--- config.mk ---
export PLATFORM = sky130hd
export DESIGN_NAME = mac_sighting_push_gate_unit
export DESIGN_NICKNAME = d
export VERILOG_FILES = /design/src/design/msp_gate_pkg.sv /design/src/design/mac_sighting_push_gate_unit.sv
export SDC_FILE = /design/constraint.sdc
export NUM_CORES = 2
export LEC_CHECK = 0
export BUFFER_PORTS_ARGS = -buffer_cell sky130_fd_sc_hd__buf_2
export CORE_UTILIZATION = 25
export DETAILED_ROUTE_END_ITERATION = 7
export SLEW_MARGIN = 20
export SYNTH_ARGS = -nofsm -noshare
export SYNTH_HDL_FRONTEND = slang
export SYNTH_SLANG_ARGS = --single-unit
--- constraint.sdc ---
create_clock -name clk -period 16.4 [get_ports clk]
set_input_delay 0.82 -clock clk [delete_from_list [all_inputs] [get_ports clk]]
set_output_delay 0.82 -clock clk [all_outputs]
set_load 0.005 [all_outputs]
--- src/design/msp_gate_pkg.sv ---
// shared widths, codes and defaults for the sighting push gate
// no dependencies; imported by mac_sighting_push_gate_unit
package msp_gate_pkg;

  // field widths
  localparam int MAC_W   = 48;
  localparam int ROLE_W  = 2;
  localparam int MODEL_W = 5;
  localparam int TIME_W  = 64;

  // role codes
  localparam logic [ROLE_W-1:0] ROLE_UNKNOWN = 2'd0;
  localparam logic [ROLE_W-1:0] ROLE_BOX     = 2'd1;
  localparam logic [ROLE_W-1:0] ROLE_MASTER  = 2'd2;

  // stored code for an unidentified model
  localparam logic [MODEL_W-1:0] MODEL_NONE = '1;

  // parameter defaults
  localparam int TABLE_DEPTH_DEF = 32;
  localparam int MODEL_COUNT_DEF = 16;

  // refresh window after reset
  localparam logic [TIME_W-1:0] REFRESH_RESET = 64'd1000000000;

endpackage

--- src/design/mac_sighting_push_gate_unit.sv ---
// Sequence: SCAN compares each entry read against the latched mac; a new or dropped mac goes
// straight to DONE, a match with an edge passes CHECK then DONE, and a refresh check passes CHECK,
// EVAL and DONE; the scan reads one table entry per cycle from a single read port.
// Throughput: one sighting at a time; the next input transfer waits until the result is loaded
// and the sequencer is back in idle; a stalled result holds it.
// Reset: rst (synchronous) empties the table (fill count zero), clears the result channel,
// sets refresh_window to 1000000000 and holds off both input channels; contents not cleared.
module mac_sighting_push_gate_unit #(
  parameter int TABLE_DEPTH = msp_gate_pkg::TABLE_DEPTH_DEF,
  parameter int MODEL_COUNT = msp_gate_pkg::MODEL_COUNT_DEF
) (
  input  logic                                     clk,
  input  logic                                     rst,
  // configuration write channel
  input  logic                                     cfg_valid,
  output logic                                     cfg_ready,
  input  logic [msp_gate_pkg::TIME_W-1:0]          cfg_data,
  // sighting input channel
  input  logic                                     in_valid,
  output logic                                     in_stall,
  input  logic [msp_gate_pkg::MAC_W-1:0]           mac,
  input  logic [msp_gate_pkg::ROLE_W-1:0]          role,
  input  logic signed [msp_gate_pkg::MODEL_W-1:0]  model_index,
  input  logic [msp_gate_pkg::TIME_W-1:0]          now,
  // result channel
  output logic                                     out_valid,
  input  logic                                     out_stall,
  output logic                                     push_res
);
  import msp_gate_pkg::*;

  localparam int CNT_W = $clog2(TABLE_DEPTH + 1);
  localparam int IDX_W = (TABLE_DEPTH > 1) ? $clog2(TABLE_DEPTH) : 1;
  localparam logic [CNT_W-1:0] DEPTH_CNT = CNT_W'(TABLE_DEPTH);

  // sequencer codes
  localparam logic [2:0] ST_IDLE  = 3'd0;
  localparam logic [2:0] ST_SCAN  = 3'd1;
  localparam logic [2:0] ST_CHECK = 3'd2;
  localparam logic [2:0] ST_EVAL  = 3'd3;
  localparam logic [2:0] ST_DONE  = 3'd4;

  logic [2:0]         state;
  logic [TIME_W-1:0]  refresh_window;
  logic [CNT_W-1:0]   entry_count;

  // latched sighting, normalized
  logic [MAC_W-1:0]   mac_q;
  logic [ROLE_W-1:0]  role_q;
  logic [MODEL_W-1:0] model_q;
  logic               model_known_q;
  logic [TIME_W-1:0]  now_q;

  // scan pointer and registered read data
  logic [CNT_W-1:0]   addr;
  logic               rd_vld;
  logic [IDX_W-1:0]   rd_idx;
  logic [MAC_W-1:0]   rd_mac;
  logic [ROLE_W-1:0]  rd_role;
  logic [MODEL_W-1:0] rd_model;
  logic [TIME_W-1:0]  rd_last;

  // refresh check
  logic               back;
  logic [TIME_W-1:0]  diff;
  logic               push;

  // table storage
  logic [MAC_W-1:0]   entry_mac       [TABLE_DEPTH];
  logic [ROLE_W-1:0]  entry_role      [TABLE_DEPTH];
  logic [MODEL_W-1:0] entry_model     [TABLE_DEPTH];
  logic [TIME_W-1:0]  entry_last_push [TABLE_DEPTH];

  // combinational control
  logic               in_xfer;
  logic               out_xfer;
  logic               rd_en;
  logic               hit;
  logic               miss;
  logic               full;
  logic               role_edge;
  logic               model_edge;
  logic               in_role_known;
  logic               in_model_known;
  logic               we;
  logic [IDX_W-1:0]   waddr;
  logic [MAC_W-1:0]   wmac;
  logic [ROLE_W-1:0]  wrole;
  logic [MODEL_W-1:0] wmodel;
  logic [TIME_W-1:0]  wlast;

  assign cfg_ready = !rst;
  assign in_stall  = rst || (state != ST_IDLE);
  assign in_xfer   = in_valid && !in_stall;
  assign out_xfer  = out_valid && !out_stall;

  // input normalization: role three is unknown, out-of-range model is unidentified
  assign in_role_known  = (role == ROLE_BOX) || (role == ROLE_MASTER);
  assign in_model_known = !model_index[MODEL_W-1] &&
                          (int'(model_index[MODEL_W-2:0]) < MODEL_COUNT);

  // scan step: issue a read while entries remain, compare the one read last cycle
  assign rd_en = (state == ST_SCAN) && (addr < entry_count) && !hit;
  assign hit   = (state == ST_SCAN) && rd_vld && (rd_mac == mac_q);
  assign miss  = (state == ST_SCAN) && !hit && (addr >= entry_count);
  assign full  = (entry_count >= DEPTH_CNT);

  // edge detection against the matched entry
  assign role_edge  = (role_q != ROLE_UNKNOWN) && (role_q != rd_role);
  assign model_edge = model_known_q && (model_q != rd_model);

  // table write port
  always_comb begin
    we     = 1'b0;
    waddr  = rd_idx;
    wmac   = rd_mac;
    wrole  = (role_q != ROLE_UNKNOWN) ? role_q : rd_role;
    wmodel = model_known_q ? model_q : rd_model;
    wlast  = now_q;
    case (state)
      ST_SCAN: begin
        if (miss && !full) begin
          we     = 1'b1;
          waddr  = entry_count[IDX_W-1:0];
          wmac   = mac_q;
          wrole  = role_q;
          wmodel = model_q;
        end
      end
      ST_CHECK: begin
        we = role_edge || model_edge;
      end
      ST_EVAL: begin
        we = back || (diff >= refresh_window);
      end
      default: begin
        we = 1'b0;
      end
    endcase
  end

  // table memory, one write and one registered read per cycle
  always_ff @(posedge clk) begin
    if (we) begin
      entry_mac[waddr]       <= wmac;
      entry_role[waddr]      <= wrole;
      entry_model[waddr]     <= wmodel;
      entry_last_push[waddr] <= wlast;
    end
    if (rd_en) begin
      rd_mac   <= entry_mac[addr[IDX_W-1:0]];
      rd_role  <= entry_role[addr[IDX_W-1:0]];
      rd_model <= entry_model[addr[IDX_W-1:0]];
      rd_last  <= entry_last_push[addr[IDX_W-1:0]];
      rd_idx   <= addr[IDX_W-1:0];
    end
  end

  // latch the sighting on input transfer
  always_ff @(posedge clk) begin
    if (in_xfer) begin
      mac_q         <= mac;
      role_q        <= in_role_known ? role : ROLE_UNKNOWN;
      model_q       <= in_model_known ? model_index : MODEL_NONE;
      model_known_q <= in_model_known;
      now_q         <= now;
    end
    if (state == ST_CHECK) begin
      back <= (now_q < rd_last);
      diff <= now_q - rd_last;
    end
  end

  // configuration register
  always_ff @(posedge clk) begin
    if (rst) begin
      refresh_window <= REFRESH_RESET;
    end else if (cfg_valid && cfg_ready) begin
      refresh_window <= cfg_data;
    end
  end

  // sequencer
  always_ff @(posedge clk) begin
    if (rst) begin
      state       <= ST_IDLE;
      entry_count <= '0;
      addr        <= '0;
      rd_vld      <= 1'b0;
      push        <= 1'b0;
    end else begin
      case (state)
        ST_IDLE: begin
          if (in_xfer) begin
            addr   <= '0;
            rd_vld <= 1'b0;
            state  <= ST_SCAN;
          end
        end
        ST_SCAN: begin
          rd_vld <= rd_en;
          if (rd_en) begin
            addr <= addr + 1'b1;
          end
          if (hit) begin
            state <= ST_CHECK;
          end else if (miss) begin
            push <= !full;
            if (!full) begin
              entry_count <= entry_count + 1'b1;
            end
            state <= ST_DONE;
          end
        end
        ST_CHECK: begin
          if (role_edge || model_edge) begin
            push  <= 1'b1;
            state <= ST_DONE;
          end else begin
            state <= ST_EVAL;
          end
        end
        ST_EVAL: begin
          push  <= back || (diff >= refresh_window);
          state <= ST_DONE;
        end
        ST_DONE: begin
          if (!out_valid || !out_stall) begin
            state <= ST_IDLE;
          end
        end
        default: begin
          state <= ST_IDLE;
        end
      endcase
    end
  end

  // result register
  always_ff @(posedge clk) begin
    if (rst) begin
      out_valid <= 1'b0;
    end else if ((state == ST_DONE) && (!out_valid || !out_stall)) begin
      out_valid <= 1'b1;
    end else if (out_xfer) begin
      out_valid <= 1'b0;
    end
  end

  always_ff @(posedge clk) begin
    if ((state == ST_DONE) && (!out_valid || !out_stall)) begin
      push_res <= push;
    end
  end

endmodule
# After elaboration in Yosys (flattened, before gate mapping)
# Memory sizes are Yosys's and may differ from the RTL's. A register that Yosys moved wholly into a read port is not among the register bits.
# Index checks and enable logic that the tools add are counted.
[classes] addsub=3 magnitude_cmp=5 eq_ne=16 mux=32 bitwise=2 n_reduce_logical=36
[op_table] op="$mux 48" count=2
[op_table] op="$ge 64x64->1" count=1
[op_table] op="$lt 64x64->1" count=1
[op_table] op="$sub 64x64->64" count=1
[op_table] op="$eq 48x48->1" count=1
[op_table] op="$mux 5" count=6
[op_table] op="$mux 3" count=5
[op_table] op="$pmux 3 s5" count=1
[op_table] op="$logic_and 1x1->1" count=13
[op_table] op="$add 6x1->6 const B" count=2
[op_table] op="$mux 6" count=2
[op_table] op="$pmux 6 s2" count=1
[op_table] op="$ne 2x2->1 const B" count=5
[op_table] op="$mux 1" count=9
[op_table] op="$reduce_and 4->1" count=2
[op_table] op="$logic_not 1->1" count=7
[op_table] op="$eq 3x2->1 const B" count=2
[op_table] op="$ge 6x6->1" count=1
[op_table] op="$ge 6x6->1 const B" count=1
[op_table] op="$lt 6x6->1" count=1
[op_table] op="$mux 2" count=3
[op_table] op="$pmux 1 s3" count=2
[op_table] op="$reduce_and 3->1" count=2
[op_table] op="$reduce_bool 2->1" count=3
[op_table] op="14 further kinds" count=20
[totals] regBits=273 ram_bits=3808 inputBits=188 output_inout_bits=4 elab_cells=115 mem_count=4
[memory_table] name="entry_last_push" words=32 width=64 read_ports=1 rd_clocked_by_memory_dff=1 write_ports=1 line="mac_sighting_push_gate_unit.sv:72" text="logic [TIME_W-1:0] entry_last_push [TABLE_DEPTH];"
[memory_table] name="entry_mac" words=32 width=48 read_ports=1 rd_clocked_by_memory_dff=1 write_ports=1 line="mac_sighting_push_gate_unit.sv:69" text="logic [MAC_W-1:0] entry_mac [TABLE_DEPTH];"
[memory_table] name="entry_model" words=32 width=5 read_ports=1 rd_clocked_by_memory_dff=1 write_ports=1 line="mac_sighting_push_gate_unit.sv:71" text="logic [MODEL_W-1:0] entry_model [TABLE_DEPTH];"
[memory_table] name="entry_role" words=32 width=2 read_ports=1 rd_clocked_by_memory_dff=1 write_ports=1 line="mac_sighting_push_gate_unit.sv:70" text="logic [ROLE_W-1:0] entry_role [TABLE_DEPTH];"

# Depth between registers and ports, before layout
[logic_depth] word_depth=11 mapped_depth=15 mapped_depth_nobuf=12

# Worst setup path after synthesis
# Ideal clock, no wire load.
[synth_timing] path_type="register to register" startpoint="reg state[1]" endpoint="mem entry_last_push[29][0], enable pin" setup_time_ps=611 arrival_time_ps=9647 required_ps=15789 slack_ps=6142 path_stages_with_launch=8 n_path_buf=0 period_less_slack_ps=10258 path_cell_list="dfxtp_1 nor2b_1 nor2b_1 a221oi_1 o221a_2 a21oi_1 nor3_2 nor2b_1"
[synth_between] elab_chain_cells=11 elab_cells_between_ends=15 classes_between="eq/ne (3); mux (6); reduce/logical (6)"
[synth_lines] element="from (decl)" line="mac_sighting_push_gate_unit.sv:43" text="logic [2:0] state;"
[synth_lines] element="from (signal assigned)" line="mac_sighting_push_gate_unit.sv:186" text="state <= ST_IDLE;"
[synth_lines] element="from (signal assigned)" line="mac_sighting_push_gate_unit.sv:197" text="state <= ST_SCAN;"
[synth_lines] element="from (signal assigned)" line="mac_sighting_push_gate_unit.sv:206" text="state <= ST_CHECK;"
[synth_lines] element="$eq 3x1->1" line="mac_sighting_push_gate_unit.sv:104, mac_sighting_push_gate_unit.sv:105, mac_sighting_push_gate_unit.sv:120"
[synth_lines] element="$logic_and 1x1->1 (2 in series)" line="mac_sighting_push_gate_unit.sv:104" text="assign hit = (state == ST_SCAN) && rd_vld && (rd_mac == mac_q);"
[synth_lines] element="$logic_not 1->1" line="mac_sighting_push_gate_unit.sv:105" text="assign miss = (state == ST_SCAN) && !hit && (addr >= entry_count);"
[synth_lines] element="$logic_and 1x1->1 (2 in series)" line="mac_sighting_push_gate_unit.sv:105"
[synth_lines] element="$logic_and 1x1->1" line="mac_sighting_push_gate_unit.sv:122" text="if (miss && !full) begin"
[synth_lines] element="$mux 1" line="mac_sighting_push_gate_unit.sv:122"
[synth_lines] element="$pmux 1 s3" line="mac_sighting_push_gate_unit.sv:120" text="case (state)"
[synth_lines] element="$mux 1" line="mac_sighting_push_gate_unit.sv:144" text="if (we) begin"
[synth_lines] element="$mux 1 (not written as such)" line="mac_sighting_push_gate_unit.sv:148" text="entry_last_push[waddr] <= wlast;"
[synth_lines] element="to (decl)" line="mac_sighting_push_gate_unit.sv:72"
# Parallel ways exist; a longest one is shown, timed or not.

# Worst setup path after layout
[layout_timing] startpoint="reg mac_q[41]" endpoint="mem entry_mac[29][35], enable pin"
[layout_between] elab_chain_cells=10 elab_cells_between_ends=12 classes_between="eq/ne (1); mux (6); reduce/logical (5)"
[layout_lines] element="from (decl)" line="mac_sighting_push_gate_unit.sv:48" text="logic [MAC_W-1:0] mac_q;"
[layout_lines] element="from (signal assigned)" line="mac_sighting_push_gate_unit.sv:162" text="mac_q <= mac;"
[layout_lines] element="$eq 48x48->1 (*)" line="mac_sighting_push_gate_unit.sv:104"
[layout_lines] element="$logic_and 1x1->1 (*)" line="mac_sighting_push_gate_unit.sv:104"
[layout_lines] element="$logic_not 1->1 (*)" line="mac_sighting_push_gate_unit.sv:105"
[layout_lines] element="$logic_and 1x1->1 (*) (2 in series)" line="mac_sighting_push_gate_unit.sv:105"
[layout_lines] element="$logic_and 1x1->1 (*)" line="mac_sighting_push_gate_unit.sv:122"
[layout_lines] element="$mux 1" line="mac_sighting_push_gate_unit.sv:122"
[layout_lines] element="$pmux 1 s3" line="mac_sighting_push_gate_unit.sv:120"
[layout_lines] element="$mux 1" line="mac_sighting_push_gate_unit.sv:144"
[layout_lines] element="$mux 1 (not written as such)" line="mac_sighting_push_gate_unit.sv:145" text="entry_mac[waddr] <= wmac;"
[layout_lines] element="to (decl)" line="mac_sighting_push_gate_unit.sv:69"
# Every way passes the cells marked *; elsewhere a longest branch is shown, timed or not.

==> impl_metrics.py <==
metrics = {
    "run_status": {
        "status": "complete, no violations",
    },
    "power_and_ir_drop": {
        "swShare_pct": 21.7,
        "p_sw_mw": 4.85,
        "post-layout-total-power_mw": 22.4,
        "intPower_mw": 17.5,
        "ir_drop_uv": 103,
        "leakagePower_nw": 56.9,
        "comb_power_share_pct": 5.5,
        "seq_power_share_pct": 53.3,
        "p_clk_share_pct": 41.1,
        "power.density_mw_per_mm2": 118,
    },
    "finish": {
        "fin_cells": 16600,
        "seq_area_mm2": 0.125,
        "fillCellCount": 62500,
        "multi_input_area_mm2": 0.0366,
        "drive_above_1_share_pct": 30.1,
        "area_growth_pct": 16.1,
        "nets": 7971,
    },
    "global_route": {
        "overflow": 0,
        "grt_start_max_net_pins": 146,
        "antenna_found_initial": 77,
        "grt_usage_pct": 13.0,
        "grt_pass1_vias": 79100,
        "grt_first_pass_wirelength_um": 620000,
    },
    "sta": {
        "slew_headroom_pct": 17.9,
        "setup_viol": 0,
        "fin_worst_skew_ns": 0.0826,
        "rsz0062_at_grt": "false",
        "fin_crit_sh_pct": 45.2,
        "tns_ns": 0,
        "maxSlewViolCount": 0,
        "post-route-min-period_ns": 7.41,
        "max_freq_mhz": 135,
        "hold_viol_final": 0,
        "timing_worst_slew_pin_value_ns": 1.23,
    },
    "place": {
        "gp_congestion": 0.816,
        "io_buffer_count": 191,
        "hpwl_um": 251000,
        "dp.cells": 15800,
    },
    "logic_synthesis": {
        "ys_ff_latch": 4200,
        "synth_cells": 7107,
        "synth_top_cell_area_share_pct": 75.6,
        "synth.avg_cell_area_um2": 23.0,
        "ys_async_sr_fraction_pct": 0,
        "yosysWarningCount": 0,
        "synth_nets": 7433,
        "synth_commonest_cells": "4118 x edfxtp_1, 1190 x mux4_2, 226 x clkbuf_1",
        "synth_cell_types": 78,
        "yosysSeqAreaShare_pct": 76.6,
        "syn_area_mm2": 0.163,
        "synth_flop_cell": "edfxtp_1",
        "synth_top_area_cell": "edfxtp_1",
        "synth-edff-count": 4118,
        "synth_most_common_cell": "edfxtp_1",
        "synth.top_cells.by_area": "edfxtp_1 76%, mux4_2 16%, mux2_2 1.2%",
    },
    "routing": {
        "ant_nets": 0,
        "wl_per_cell_um": 26.6,
        "vias": 77700,
        "vias_per_cell": 4.67,
        "drtIter0Drc": 9801,
        "drtPass1Iterations": 6,
        "routed_wl_um": 442000,
        "post-route-drc-count": 0,
    },
    "clock_tree": {
        "htreeDepth": 5,
        "clkLatencyLatePin_ns": 1.02,
        "cts_root_buf": "clkbuf_16",
        "clk_path_buf_depth": 4,
        "post_cts_resized": 0,
        "cts_sinks": 4200,
        "cts.clk_slew.worst_paths_ns": 0.06,
        "post_cts_buffers": 0,
        "cts_buffers": 392,
        "postCtsHoldBufs": 53,
        "cts_tree": "done",
    },
    "hold_path": {
        "worst_hold_path_type": "primary input to flop",
    },
    "worst_setup_path": {
        "path_class": "flop to flop",
        "cp_cell_sequence": "xnor2_1 -> nand4_1 -> nor3_1 -> nand4_1 -> nand3_1 -> nor2_4 -> o21ai_0 -> nor2b_4 -> buf_4 -> buf_4",
        "crit_path_max_fanout": 39,
        "reg2reg_setup_slack_ns": 8.99,
        "cp_data_arrival_time_ns": 8.00,
        "critPathRequiredTime_ns": 16.99,
        "crit_path_end_kind": "flop",
        "slowest_stage": "xnor2_1",
        "critPathLaunchType": "flop",
        "max_stage_delay_ns": 0.92,
    },
    "die": {
        "io_pins": 192,
        "core-area_mm2": 0.651,
        "die_w_um": 811,
        "die_y_um": 811,
        "fp-row-count": 296,
        "start_util_pct": 25.1,
        "fp.dieArea_mm2": 0.657,
    },
    "flow_run": {
        "drv_cap": 0,
    },
}
[per-layer routing]
layer  share of wire, %  vias up  track usage, %
met3                7.9      587            2.41
met1                 42    42500            18.1
met2                 48     3387            21.5
met5              0.033        -               0
met4                2.0       20            2.58
li1                   -    31300               -
[registers in the layout, summed over array words and instances, names as in the netlist, 48 cells and up]
register         count
entry_last_push   2048
entry_mac         1536
entry_model        160
diff                64
entry_role          64
now_q               64
rd_last             64
refresh_window      64
mac_q               48
rd_mac              48
[path summary, 6_finish.rpt]
kind                           from           endpoint  depth (start not counted)
hold reg to reg   refresh_window[5]  refresh_window[5]                          2
setup / recovery          mac_q[41]  entry_mac[29][35]                         10
hold / removal              now[13]          now_q[13]                          1
setup reg to reg          mac_q[41]  entry_mac[29][35]                         10
[cells in the final DEF (no fill, tap or decap), drive strengths merged, types with 12 or more instances in the layout]
cell,Yosys,layout
clkbuf,226,458
and3,12,12
nand3,25,25
edfxtp,4118,4118
o21bai,17,17
nor2b,26,26
o21ai,42,42
xnor2,98,98
clkinv,0,190
mux4,1190,1190
xor2,17,17
inv,168,182
a21oi,113,113
nor4,12,12
nor3,18,18
a21o,58,58
nand2,86,86
dlygate4sd3,0,53
mux2i,54,54
mux2,170,170
a31oi,15,15
buf,104,421
clkinvlp,0,12
dfxtp,82,82
ha,137,137
bufinv,0,42
o211ai,25,25
diode,0,16
nand4,41,41
nor2,131,131
[layout make-up]
cell class / count / share of cell area, %
inverters: 168 / 0.336
clock buffers: 458 / 5.32
repair buffers: 474 / 1.88
well taps: 8642 / 5.70
multi-input cells: 2409 / 19.3
diodes: 16 / 0.0211
clock inverters: 258 / 1.45
flip-flops and latches: 4200 / 66.0
[power by group through the flow]
stage	Clock, mW	Combinational [mW]	Sequential (mW)
3_3_place_gp	0	1.20	12.2
2_1_floorplan	0	0.787	12.2
3_5_place_dp	0	1.23	12.2
6_report	9.20	1.24	11.9
4_1_cts	9.36	1.25	11.9
5_1_grt	9.76	1.33	11.9
[critical path: cells and delay by family, from the launching register on]
kind / cells / cell delay, ns
AND/OR/NAND/NOR: 6 / 3.43
buffers and inverters: 2 / 1.58
XOR/XNOR: 1 / 0.92
AO/OA/AOI/OAI: 1 / 0.47
flip-flops: 1 / 0.41
[metrics by stage]
step / hold slack (ns) / cell area [um^2] / worst slack [ns] / utilization (%)
6_report: 0.0534 / 190000 / 8.99 / 29.2
3_3_place_gp: 0.451 / 176000 / 9.19 / 27.0
3_5_place_dp: 0.469 / 176000 / 9.10 / 27.1
4_1_cts: 0.00161 / 189000 / 9.07 / 29.1
5_1_grt: 0.0203 / 190000 / 8.90 / 29.2
2_1_floorplan: 0.409 / 163000 / 6.14 / -
[logic make-up after synthesis]
family,count (synthesis),share of synthesized area (%)
muxes,1414,17.9
AOI/OAI and AO/OA,348,1.44
xor gates and xnor gates,115,0.616
and+or+nand+nor,394,1.18
adders and majority gates,138,1.06
DFF,4200,76.6
buffers and inverters,498,1.16
(Power assumes the default switching activity.)
